**config.mk**
```make
export PLATFORM = sky130hd
export DESIGN_NAME = reed_solomon_systematic_encoder_top
export DESIGN_NICKNAME = d
export VERILOG_FILES = /design/src/hdl/rs_enc_pkg.sv /design/src/hdl/reed_solomon_systematic_encoder_top.sv /design/src/hdl/rs_enc_front.sv /design/src/hdl/rs_enc_back.sv /design/src/hdl/rs_enc_csr.sv
export SDC_FILE = /design/constraint.sdc
export NUM_CORES = 2
export LEC_CHECK = 0
export BUFFER_PORTS_ARGS = -buffer_cell sky130_fd_sc_hd__buf_2
export CORE_MARGIN = 4
export CORE_UTILIZATION = 35
export CTS_CLUSTER_DIAMETER = 100
export CTS_CLUSTER_SIZE = 14
export DETAILED_ROUTE_END_ITERATION = 16
export PLACE_DENSITY = 0.58
export SLEW_MARGIN = 15
export SYNTH_ARGS = -nofsm -noshare
export SYNTH_HDL_FRONTEND = slang
export SYNTH_SLANG_ARGS = --single-unit
```
**constraint.sdc**
```tcl
create_clock -name clock -period 6.93 [get_ports clock]
set_clock_uncertainty 0.1 [all_clocks]
set_input_delay 0.693 -clock clock [delete_from_list [all_inputs] [get_ports clock]]
set_output_delay 0.693 -clock clock [all_outputs]
set_load 0.01 [all_outputs]
```
**src/hdl/rs_enc_pkg.sv**
```systemverilog
// Package for the GF(2^8) Reed-Solomon systematic encoder.
// Holds field constants, queue entry type and the field multiply function.
// No dependencies.
package rs_enc_pkg;

   localparam int MaxParity = 16;
   localparam int SymW = 8;
   localparam int CntW = 5;
   localparam int QDepth = 2;

   localparam logic [1:0] RegFieldPoly = 2'd0;
   localparam logic [1:0] RegParityCnt = 2'd1;
   localparam logic [1:0] RegGenLow    = 2'd2;
   localparam logic [1:0] RegGenHigh   = 2'd3;

   typedef struct packed {
      logic [SymW-1:0] symbol;
      logic            last;
   } item_type;

   function automatic logic [SymW-1:0] gf_mul(input logic [SymW-1:0] a,
                                              input logic [SymW-1:0] b,
                                              input logic [SymW-1:0] poly);
      logic [SymW-1:0] acc;
      logic [SymW-1:0] x;
      acc = '0;
      x = a;
      for (int i = 0; i < SymW; i++) begin
         if (b[i]) acc = acc ^ x;
         x = x[SymW-1] ? ({x[SymW-2:0], 1'b0} ^ poly) : {x[SymW-2:0], 1'b0};
      end
      return acc;
   endfunction

endpackage

```
**src/hdl/reed_solomon_systematic_encoder_top.sv**
```systemverilog
// Top level of the systematic Reed-Solomon encoder over GF(2^8).
// Depends on rs_enc_pkg, rs_enc_csr, rs_enc_front, rs_enc_back.
//
// Usage: message bytes enter on the req_ channel, highest degree first, with
// req_last_symbol on the final byte. Each byte appears on the rsp_ channel as
// a message transaction; after the last byte the t parity bytes follow,
// highest degree first; the codeword's final byte is flagged by rsp_end_of_codeword.
// An accepted byte passes through the queue and then the output register.
// Throughput: one message byte per cycle unless rsp_stall holds the output or
// parity drains; after a last byte, t parity bytes leave one per unstalled cycle.
// A two-entry queue separates intake from the LFSR, so req_stall rises only
// when the queue is full while the output is stalled or draining parity.
// Reset clears the queue, remainder and output valid and loads the register
// defaults. While rsp_stall is high the output transaction holds.
// Write registers (byte address 8*i) only while the block is idle.
module reed_solomon_systematic_encoder_top
   import rs_enc_pkg::*;
(
   input  logic            clock,
   input  logic            reset,
   input  logic            req_valid,
   output logic            req_stall,
   input  logic [SymW-1:0] req_msg_symbol,
   input  logic            req_last_symbol,
   output logic            rsp_valid,
   input  logic            rsp_stall,
   output logic [SymW-1:0] rsp_out_symbol,
   output logic            rsp_is_parity,
   output logic            rsp_end_of_codeword,
   input  logic            csr_psel,
   input  logic            csr_penable,
   input  logic            csr_pwrite,
   input  logic [4:0]      csr_paddr,
   input  logic [63:0]     csr_pwdata,
   output logic [63:0]     csr_prdata,
   output logic            csr_pready
);

   logic [SymW-1:0]           poly;
   logic [CntW-1:0]           parity_count;
   logic [MaxParity*SymW-1:0] gen;
   logic                      q_valid, q_pop;
   item_type                  q_item;

   rs_enc_csr u_csr (
      .clock, .reset, .csr_psel, .csr_penable, .csr_pwrite, .csr_paddr,
      .csr_pwdata, .csr_prdata, .csr_pready, .poly, .parity_count, .gen
   );

   rs_enc_front u_front (
      .clock, .reset, .req_valid, .req_stall, .req_msg_symbol,
      .req_last_symbol, .q_valid, .q_pop, .q_item
   );

   rs_enc_back u_back (
      .clock, .reset, .q_valid, .q_pop, .q_item, .poly, .parity_count, .gen,
      .rsp_valid, .rsp_stall, .rsp_out_symbol, .rsp_is_parity,
      .rsp_end_of_codeword
   );

endmodule

```
**src/hdl/rs_enc_front.sv**
```systemverilog
// Front end: accepts message bytes into a short queue.
// Depends on rs_enc_pkg.
module rs_enc_front
   import rs_enc_pkg::*;
(
   input  logic           clock,
   input  logic           reset,
   input  logic           req_valid,
   output logic           req_stall,
   input  logic [SymW-1:0] req_msg_symbol,
   input  logic           req_last_symbol,
   output logic           q_valid,
   input  logic           q_pop,
   output item_type       q_item
);

   item_type  mem_ff [QDepth];
   item_type  mem_in;
   logic      wr_ptr_ff, wr_ptr_in, rd_ptr_ff, rd_ptr_in;
   logic [1:0] cnt_ff, cnt_in;
   logic      push;

   assign req_stall = (cnt_ff == 2'(QDepth));
   assign push      = req_valid && !req_stall;
   assign q_valid   = (cnt_ff != 2'd0);
   assign q_item    = mem_ff[rd_ptr_ff];
   assign mem_in    = '{symbol: req_msg_symbol, last: req_last_symbol};

   always_comb begin
      wr_ptr_in = wr_ptr_ff ^ push;
      rd_ptr_in = rd_ptr_ff ^ (q_pop && q_valid);
      cnt_in    = cnt_ff + 2'(push) - 2'(q_pop && q_valid);
   end

   always_ff @(posedge clock) begin
      if (reset) begin
         wr_ptr_ff <= 1'b0;
         rd_ptr_ff <= 1'b0;
         cnt_ff    <= 2'd0;
      end else begin
         wr_ptr_ff <= wr_ptr_in;
         rd_ptr_ff <= rd_ptr_in;
         cnt_ff    <= cnt_in;
      end
      if (push) mem_ff[wr_ptr_ff] <= mem_in;
   end

endmodule

```
**src/hdl/rs_enc_back.sv**
```systemverilog
// Back end: division LFSR, parity drain and output register.
// Depends on rs_enc_pkg.
module rs_enc_back
   import rs_enc_pkg::*;
(
   input  logic                 clock,
   input  logic                 reset,
   input  logic                 q_valid,
   output logic                 q_pop,
   input  item_type             q_item,
   input  logic [SymW-1:0]      poly,
   input  logic [CntW-1:0]      parity_count,
   input  logic [MaxParity*SymW-1:0] gen,
   output logic                 rsp_valid,
   input  logic                 rsp_stall,
   output logic [SymW-1:0]      rsp_out_symbol,
   output logic                 rsp_is_parity,
   output logic                 rsp_end_of_codeword
);

   logic [SymW-1:0] rem_ff [MaxParity];
   logic [SymW-1:0] rem_in [MaxParity];
   logic [CntW-1:0] drain_ff, drain_in;
   logic            valid_ff, valid_in;
   logic [SymW-1:0] sym_ff, sym_in;
   logic            par_ff, par_in, eoc_ff, eoc_in;
   logic [CntW-1:0] t;
   logic [SymW-1:0] fb;
   logic            out_free;

   assign t = (parity_count > CntW'(MaxParity)) ? CntW'(MaxParity) : parity_count;
   assign out_free = !valid_ff || !rsp_stall;
   assign q_pop = out_free && (drain_ff == '0) && q_valid;
   assign fb = (t == '0) ? '0 : (q_item.symbol ^ rem_ff[4'(t - 1'b1)]);

   assign rsp_valid           = valid_ff;
   assign rsp_out_symbol      = sym_ff;
   assign rsp_is_parity       = par_ff;
   assign rsp_end_of_codeword = eoc_ff;

   always_comb begin
      rem_in   = rem_ff;
      drain_in = drain_ff;
      valid_in = valid_ff && rsp_stall;
      sym_in   = sym_ff;
      par_in   = par_ff;
      eoc_in   = eoc_ff;
      if (out_free && drain_ff != '0) begin
         valid_in = 1'b1;
         sym_in   = rem_ff[4'(drain_ff - 1'b1)];
         par_in   = 1'b1;
         eoc_in   = (drain_ff == CntW'(1));
         drain_in = drain_ff - 1'b1;
         if (drain_ff == CntW'(1)) begin
            for (int i = 0; i < MaxParity; i++) rem_in[i] = '0;
         end
      end else if (q_pop) begin
         valid_in = 1'b1;
         sym_in   = q_item.symbol;
         par_in   = 1'b0;
         eoc_in   = q_item.last && (t == '0);
         if (t != '0) begin
            for (int i = 0; i < MaxParity; i++) begin
               if (i < int'(t))
                  rem_in[i] = ((i == 0) ? '0 : rem_ff[(i == 0) ? 0 : i - 1])
                              ^ gf_mul(fb, gen[i*SymW +: SymW], poly);
            end
         end
         if (q_item.last && t == '0) begin
            for (int i = 0; i < MaxParity; i++) rem_in[i] = '0;
         end
         if (q_item.last) drain_in = t;
      end
   end

   always_ff @(posedge clock) begin
      if (reset) begin
         valid_ff <= 1'b0;
         drain_ff <= '0;
         for (int i = 0; i < MaxParity; i++) rem_ff[i] <= '0;
      end else begin
         valid_ff <= valid_in;
         drain_ff <= drain_in;
         rem_ff   <= rem_in;
      end
      sym_ff <= sym_in;
      par_ff <= par_in;
      eoc_ff <= eoc_in;
   end

endmodule

```
**src/hdl/rs_enc_csr.sv**
```systemverilog
// Configuration registers behind the APB-style port.
// Depends on rs_enc_pkg.
module rs_enc_csr
   import rs_enc_pkg::*;
(
   input  logic                 clock,
   input  logic                 reset,
   input  logic                 csr_psel,
   input  logic                 csr_penable,
   input  logic                 csr_pwrite,
   input  logic [4:0]           csr_paddr,
   input  logic [63:0]          csr_pwdata,
   output logic [63:0]          csr_prdata,
   output logic                 csr_pready,
   output logic [SymW-1:0]      poly,
   output logic [CntW-1:0]      parity_count,
   output logic [MaxParity*SymW-1:0] gen
);

   logic [SymW-1:0] poly_ff;
   logic [CntW-1:0] cnt_ff;
   logic [63:0]     genl_ff, genh_ff;
   logic            wr;
   logic [1:0]      idx;
   logic            hit;

   assign csr_pready = 1'b1;
   assign idx = csr_paddr[4:3];
   assign hit = (csr_paddr[2:0] == 3'd0);
   assign wr  = csr_psel && csr_penable && csr_pwrite && hit;
   assign poly = poly_ff;
   assign parity_count = cnt_ff;
   assign gen = {genh_ff, genl_ff};

   always_comb begin
      csr_prdata = '0;
      if (hit) begin
         unique case (idx)
            RegFieldPoly: csr_prdata = 64'(poly_ff);
            RegParityCnt: csr_prdata = 64'(cnt_ff);
            RegGenLow:    csr_prdata = genl_ff;
            RegGenHigh:   csr_prdata = genh_ff;
            default:      csr_prdata = '0;
         endcase
      end
   end

   always_ff @(posedge clock) begin
      if (reset) begin
         poly_ff <= 8'd29;
         cnt_ff  <= CntW'(MaxParity);
         genl_ff <= '0;
         genh_ff <= '0;
      end else if (wr) begin
         unique case (idx)
            RegFieldPoly: poly_ff <= csr_pwdata[SymW-1:0];
            RegParityCnt: cnt_ff  <= csr_pwdata[CntW-1:0];
            RegGenLow:    genl_ff <= csr_pwdata;
            RegGenHigh:   genh_ff <= csr_pwdata;
            default:      ;
         endcase
      end
   end

endmodule

```
# --- Word level (Yosys, flattened, before mapping) ---
# Memories as Yosys holds them, arrays and structs flattened. A register that Yosys moved wholly into a read port is not among the register bits.
# Index checks and enable logic that the tools add are counted.
totals:
  reg_bits: 289
  ram_bits: 18
  input_bits: 85
  output_inout_bits: 77
  elab_cells: 944
  mem_count: 1
op_classes:
  n_addsub: 4
  order_cmp: 19
  eq_ne: 6
  n_mux: 686
  bitwise_logic: 139
  reduce_logical: 61
mem_list:
  columns: ["memory", "words", "word_bits", "read_ports", "rd_clocked_by_memory_dff", "write_ports", "line_no", "rtl"]
  rows:
  - ["u_front.mem_ff", 2, 9, 1, 1, 1, "rs_enc_front.sv:17", "item_type mem_ff [QDepth];"]
ops:
  columns: ["op", "n"]
  rows:
  - ["8-bit two-way mux", 666]
  - ["8-bit bitwise XOR", 135]
  - ["128-bit two-way mux", 5]
  - ["64-bit one-hot mux with 4 select lines", 1]
  - ["8-bit binary-select mux with 4-bit select", 2]
  - ["64-bit two-way mux", 1]
  - ["4-bit AND reduction", 16]
  - ["3-bit nonzero test", 17]
  - ["4-bit by 5-bit < comparator with 1-bit output, first input constant", 8]
  - ["3-bit by 5-bit < comparator with 1-bit output, first input constant", 4]
  - ["5-bit two-way mux", 4]
  - ["5-bit greater-or-equal comparator, second input constant", 2]
  - ["1-bit logical AND", 10]
  - ["5-bit zero test", 2]
  - ["1-bit by 5-bit < comparator with 1-bit output, first input constant", 2]
  - ["2-bit by 5-bit < comparator with 1-bit output, first input constant", 2]
  - ["4-bit inverter with 5-bit output", 2]
  - ["2-bit AND reduction", 5]
  - ["5-bit nonzero test", 2]
  - ["1-bit two-way mux", 7]
  - ["2-bit == test, second input constant", 3]
  - ["2-bit nonzero test", 3]
  - ["5-bit by 1-bit == test with 1-bit output, second input constant", 1]
  - ["5-bit greater-than comparator, second input constant", 1]
  - ["11 further kinds", 14]

# --- Depth between registers and ports, before layout ---
depth:
  word_depth: 62
  depth_mapped: 31
  depth_no_buf: 19

# --- Cells and area by module ---
# Synthesis repeated with hierarchy kept, for this count alone.
unflattened:
  cells_unflattened: 4359
  hier_area_um2: 32509.9
by_module_without_submodules:
  columns: ["mod", "instances", "cells_per_inst", "area_per_inst_um2", "seq_area_each_um2"]
  rows:
  - ["rs_enc_back", 1, 3517, 24803.8, 2972.9]
  - ["rs_enc_csr", 1, 791, 6829.0, 2822.7]
  - ["rs_enc_front", 1, 51, 877.1, 620.6]

# --- Worst setup path before layout ---
# Ideal clock, no wire load.
synth_path:
  kind: "register -> register"
  startpoint: "register u_csr.cnt_ff[0], in the netlist u_csr.parity_count[0]"
  endpoint: "register u_back.rem_ff[119] (netlist name)"
  arrival_time_ns: 6.392
  required_time_ns: 6.713
  setup_slack_ns: 0.321
  stages_incl_launch_ff: 29
  path_buffers: 11
  synth_period_minus_slack_ns: 6.609
  path_cell_list: "dfxtp_1 buf_2 nor2b_1 buf_2 inv_1 buf_2 ha_1 buf_4 buf_4 buf_4 mux2i_1 mux4_2 mux2i_1 mux2i_1 clkbuf_1 o211ai_1 o211a_2 mux2_2 o21a_1 buf_6 o311a_1 or4_1 clkbuf_1 a22oi_2 buf_6 buf_4 o41ai_1 or4_1 a32o_1"
synth_via:
  elab_chain_len: 62
  word_cells_on_any_way: 83
  classes_between: "1 x add/sub; 2 x order compare; 57 x mux; 17 x bitwise; 6 x reduce/logical"
synth_lines:
  columns: ["element", "line_no", "rtl"]
  rows:
  - ["from (decl)", "rs_enc_csr.sv:21", "logic [CntW-1:0] cnt_ff;"]
  - ["from (signal assigned)", "rs_enc_csr.sv:51", "cnt_ff <= CntW'(MaxParity);"]
  - ["from (signal assigned)", "rs_enc_csr.sv:57", "RegParityCnt: cnt_ff <= csr_pwdata[CntW-1:0];"]
  - ["5-bit greater-than comparator", "rs_enc_back.sv:31", "assign t = (parity_count > CntW'(MaxParity)) ? CntW'(MaxParity) : parity_count;"]
  - ["5-bit two-way mux *", "rs_enc_back.sv:31", null]
  - ["4-bit by 1-bit subtractor with 4-bit output", "rs_enc_back.sv:34", "assign fb = (t == '0) ? '0 : (q_item.symbol ^ rem_ff[4'(t - 1'b1)]);"]
  - ["4-bit inverter with 5-bit output (not written as such)", "rs_enc_back.sv:34", null]
  - ["8-bit binary-select mux with 4-bit select", "rs_enc_back.sv:34", null]
  - ["8-bit two-way mux (not written as such) (2 in series)", "rs_enc_back.sv:34", null]
  - ["8-bit bitwise XOR", "rs_enc_back.sv:34", null]
  - ["8-bit two-way mux", "rs_enc_back.sv:34", null]
  - ["(+45 left out)", null, null]
  - ["8-bit two-way mux", "rs_enc_back.sv:57", "end else if (q_pop) begin"]
  - ["8-bit two-way mux", "rs_enc_back.sv:48", "if (out_free && drain_ff != '0) begin"]
  - ["8-bit bitwise XOR", "rs_enc_back.sv:66", "^ gf_mul(fb, gen[i*SymW +: SymW], poly);"]
  - ["8-bit two-way mux", "rs_enc_back.sv:64", "if (i < int'(t))"]
  - ["128-bit two-way mux", "rs_enc_back.sv:62", "if (t != '0) begin"]
  - ["128-bit two-way mux", "rs_enc_back.sv:69", "if (q_item.last && t == '0) begin"]
  - ["128-bit two-way mux", "rs_enc_back.sv:57", null]
  - ["128-bit two-way mux", "rs_enc_back.sv:48", null]
  - ["to (signal assigned)", "rs_enc_back.sv:84", "rem_ff <= rem_in;"]
  - ["to (decl)", "rs_enc_back.sv:21", "logic [SymW-1:0] rem_ff [MaxParity];"]
# Mark *: on every way between the ends. The rest lies on a longest branch, timed or not. The select of a mux whose other input is x is not followed.
# A chain may end at the register's enable or synchronous reset.

# --- Worst setup path in the final report ---
layout_path:
  startpoint: "register u_csr.cnt_ff[1], in the netlist u_csr.parity_count[1]"
  endpoint: "register u_back.rem_ff[4] (netlist name)"
# The elaborated chain is that of the path after synthesis.

==> out/qor.yml <==
cp_max_fo: 17
dpl_cell_area_um2: 37700
crit_top_cell: "buf_4"
htreeDepth: 1
p_per_area_nw_per_um2: 308
syn_nets: 4494
grt_overflow_total: 0
final.min_clock_period_ns: 6.80
critPathKind: "flop to flop"
crit_path_end: "u_back.rem_ff[4]$_SDFFE_PP0P_"
min_path_type: "input port to flop"
power_frac_comb: 0.700
dieArea_um2: 99300
seqPwrFrac: 0.163
synth-seq-cells: 307
cts.clk_slew.worst_paths_ns: 0.08
route.detailed.drc: 0
worst_r2r_endpoint: "u_back.rem_ff[4]$_SDFFE_PP0P_"
synth_area_um2: 33000
cts_tree: "yes"
top_level_ports: 162
drv_slew: 0
synthSimpleGateAreaFrac: 0.224
maxCapViolCount: 0
synth-compound-area-share: 0.139
core_area_um2: 93500
clock_power_share: 0.137
synthMuxAreaShare: 0.107
yosysWarnings: 0
ir_drop_uv: 268
initial_utilization: 0.353
numCtsBuffers: 28
synth_xor_area_frac: 0.275
hold_viol: 0
drtAntennaViolNets: 0
io_buffer_count: 160
cts_buffer_depth: 3
cts.sinks: 307
grt_usage: 0.377
die_x_um: 315
vias: 36100
drtPass1Iterations: 8
final_cell_area_um2: 38600
worst_setup_path_start_kind: "flop"
clk_latency_ns: 0.64
grt_max_degree: 95
max_freq_mhz: 147
wl_per_cell_um: 33.0
reg2reg_slack_ns: 0.13
slowest_delay_ns: 0.56
r2r-start: "u_csr.parity_count[1]$_SDFFE_PP0P_"
antenna_found_initial: 10
switchingPower_mw: 6.60
setup_viol: 0
placementRows: 112
hold_slack_ns: 0.147
arrival_ns: 7.22
root_buffer: "clkbuf_16"
period_share: 0.982
drt_wl_total_um: 193000
synth_edf_count: 27
leakagePower_nw: 13.2
syn_to_final_growth_pct: 17.1
viasPerCell: 6.14
cp_slowest_cell: "mux4_2"
worst-endpoint-required_ns: 7.35
syn_avg_cell_area_um2: 7.50
cts-hold-fix-buffers: 0
sw_frac_of_total: 0.554
fin_nets: 4688
worstMarginPinSlew_ns: 1.27
async_flop_share: 0
syn-instance-count: 4401
drive_gt1_frac: 0.173
fin_total_pwr_mw: 11.9
startpoint: "u_csr.parity_count[1]$_SDFFE_PP0P_"
outcome: "completed"
r2r.worst_path.cells: 24
synth_top_family_by_area: "XOR/XNOR gates"
grt_pass1_wl_um: 264000
gp_congestion: 1.07
die_h_um: 315
internal_power_mw: 5.31
synth_fa_ha_area_frac: 0.00303
endpoint_kind: "flop"
synthFlopType: "dfxtp_1"
yosysSeqAreaShare: 0.194
grt_pass1_vias: 32800
slew_headroom: 0.153
hpwl_um: 147000
drt_iter0_markers: 5499
synth_cell_types: 93
timing.setup.tns_ns: 0
crit_chain: "nor2b_1 -> inv_1 -> ha_2 -> buf_12 -> mux2i_1 -> mux4_2 -> mux2_4 -> or2_2 -> a221oi_2 -> or3b_2 -> buf_4 -> nand2_1 -> buf_4 -> o21ai_0 -> a311o_1 -> nand2_1 -> buf_4 -> xor2_1 -> buf_12 -> nand2_1 -> xnor3_1 -> nor3b_1 -> buf_4 -> o31ai_1"
==> layer usage <==
metal,vias up,part of all wire,GRT usage
met2,2709,0.41,0.548
met4,2,0.11,0.302
li1,15300,-,-
met5,-,0.000057,0
met1,17300,0.37,0.478
met3,735,0.12,0.0880
==> registers in the layout, summed over array words and instances, names as in the netlist, 5 cells and up <==
register,cells
u_csr.poly,8
u_csr.genh_ff,64
u_back.rsp_out_symbol,8
u_csr.parity_count,5
u_front.mem_ff,18
u_back.rem_ff,128
u_csr.genl_ff,64
u_back.drain_ff,5
==> through the flow <==
| stage | utilization | setup slack (ns) | cells |
|---|---|---|---|
| after global placement | 0.403 | 0.161 | 5815 |
| after CTS | 0.412 | 0.0417 | 5858 |
| after global routing | 0.413 | -0.00225 | 5862 |
| after detailed placement | 0.403 | 0.136 | 5815 |
| after floorplan | - | 0.321 | 4401 |
| final | 0.413 | 0.126 | 5868 |
==> worst max-delay path: cells and delay by family (launching register included) <==
family / cells / cell delay (ns)
AO/OA/AOI/OAI: 4 / 0.87
XOR/XNOR: 2 / 0.76
adder cells (fa/ha/maj): 1 / 0.38
buffers and inverters: 7 / 1.19
flip-flops: 1 / 0.35
multiplexers: 3 / 1.05
AND/OR/NAND/NOR: 7 / 1.93
==> area by class of cell <==
cell class / count / area (um2)
Antenna cell: 6 / 15.0
Clock buffer: 37 / 756
Clock inverter: 6 / 80.1
Fill cell: 9716 / 54800
Inverter: 40 / 150
Multi-Input combinational cell: 3630 / 25100
Sequential cell: 307 / 6420
Tap cell: 1254 / 1570
Timing Repair Buffer: 588 / 4520
==> cell usage in the layout (no fill, tap or decap), types with 18 or more instances in the layout <==
master	instances
buf_4	389
or4_1	23
a22o_1	27
a221oi_1	19
o21ai_1	29
a22oi_1	20
inv_1	37
xnor3_1	95
o31ai_1	24
a211oi_1	18
mux4_2	60
buf_12	40
nand3_1	158
nand4_1	41
edfxtp_1	27
clkbuf_16	29
nor3_1	29
nor2_1	175
buf_2	158
o21ai_0	180
xnor2_1	634
nand2_1	1181
dfxtp_1	278
xor2_1	138
a21oi_1	214
mux2i_1	193
and3_1	36
==> power by group through the flow <==
stage / Clock [mW] / Sequential, mW / Combinational (mW)
4_1_cts: 1.63 / 1.94 / 7.81
3_3_place_gp: 0 / 1.98 / 7.78
6_report: 1.63 / 1.94 / 8.34
2_1_floorplan: 0 / 1.97 / 3.30
5_1_grt: 1.69 / 1.95 / 8.33
3_5_place_dp: 0 / 1.98 / 7.78
==> cells in the mapped netlist (60+ instances only) <==
master,count,area (um2)
a21oi_1,215,1080
clkbuf_1,311,1170
dfxtp_1,280,5610
mux2i_1,199,1990
mux4_2,60,1350
nand2_1,1182,4440
nand3_1,159,796
nor2_1,181,679
o21ai_0,181,906
xnor2_1,650,5690
xnor3_1,95,2140
xor2_1,140,1230
==> cells by family after synthesis <==
logic type,Yosys count
AOI/OAI and AO/OA,711
muxes,276
buffers and inverters,464
DFF,307
and+or+nand+nor,1747
xor gates and xnor gates,887
adders and majority gates,8
other,1
==> how the worst min path moves through the flow <==
stage / from / to / slack (ns) / cells past startpoint
2_1_floorplan: u_back.rem_ff[5]$_SDFFE_PP0P_ / u_back.rem_ff[5]$_SDFFE_PP0P_ / 0.33 / 2
3_5_place_dp: u_csr.genh_ff[38]$_SDFFE_PP0P_ / u_csr.genh_ff[38]$_SDFFE_PP0P_ / 0.35 / 2
6_report: req_msg_symbol[3] / u_front.mem_ff[1][4]$_DFFE_PP_ / 0.15 / 1
5_1_grt: req_msg_symbol[3] / u_front.mem_ff[1][4]$_DFFE_PP_ / 0.16 / 1
4_1_cts: req_msg_symbol[3] / u_front.mem_ff[1][4]$_DFFE_PP_ / 0.13 / 1
3_3_place_gp: u_csr.genh_ff[38]$_SDFFE_PP0P_ / u_csr.genh_ff[38]$_SDFFE_PP0P_ / 0.35 / 2
==> timing repair <==
| item | in CTS | in global routing |
|---|---|---|
| endpoints found under the hold margin | 0 | 0 |
| setup endpoints to repair | 0 | 114 |
| buffers inserted | 0 | 4 |
| resized for setup | 0 | 23 |
(Power assumes the default switching activity.)
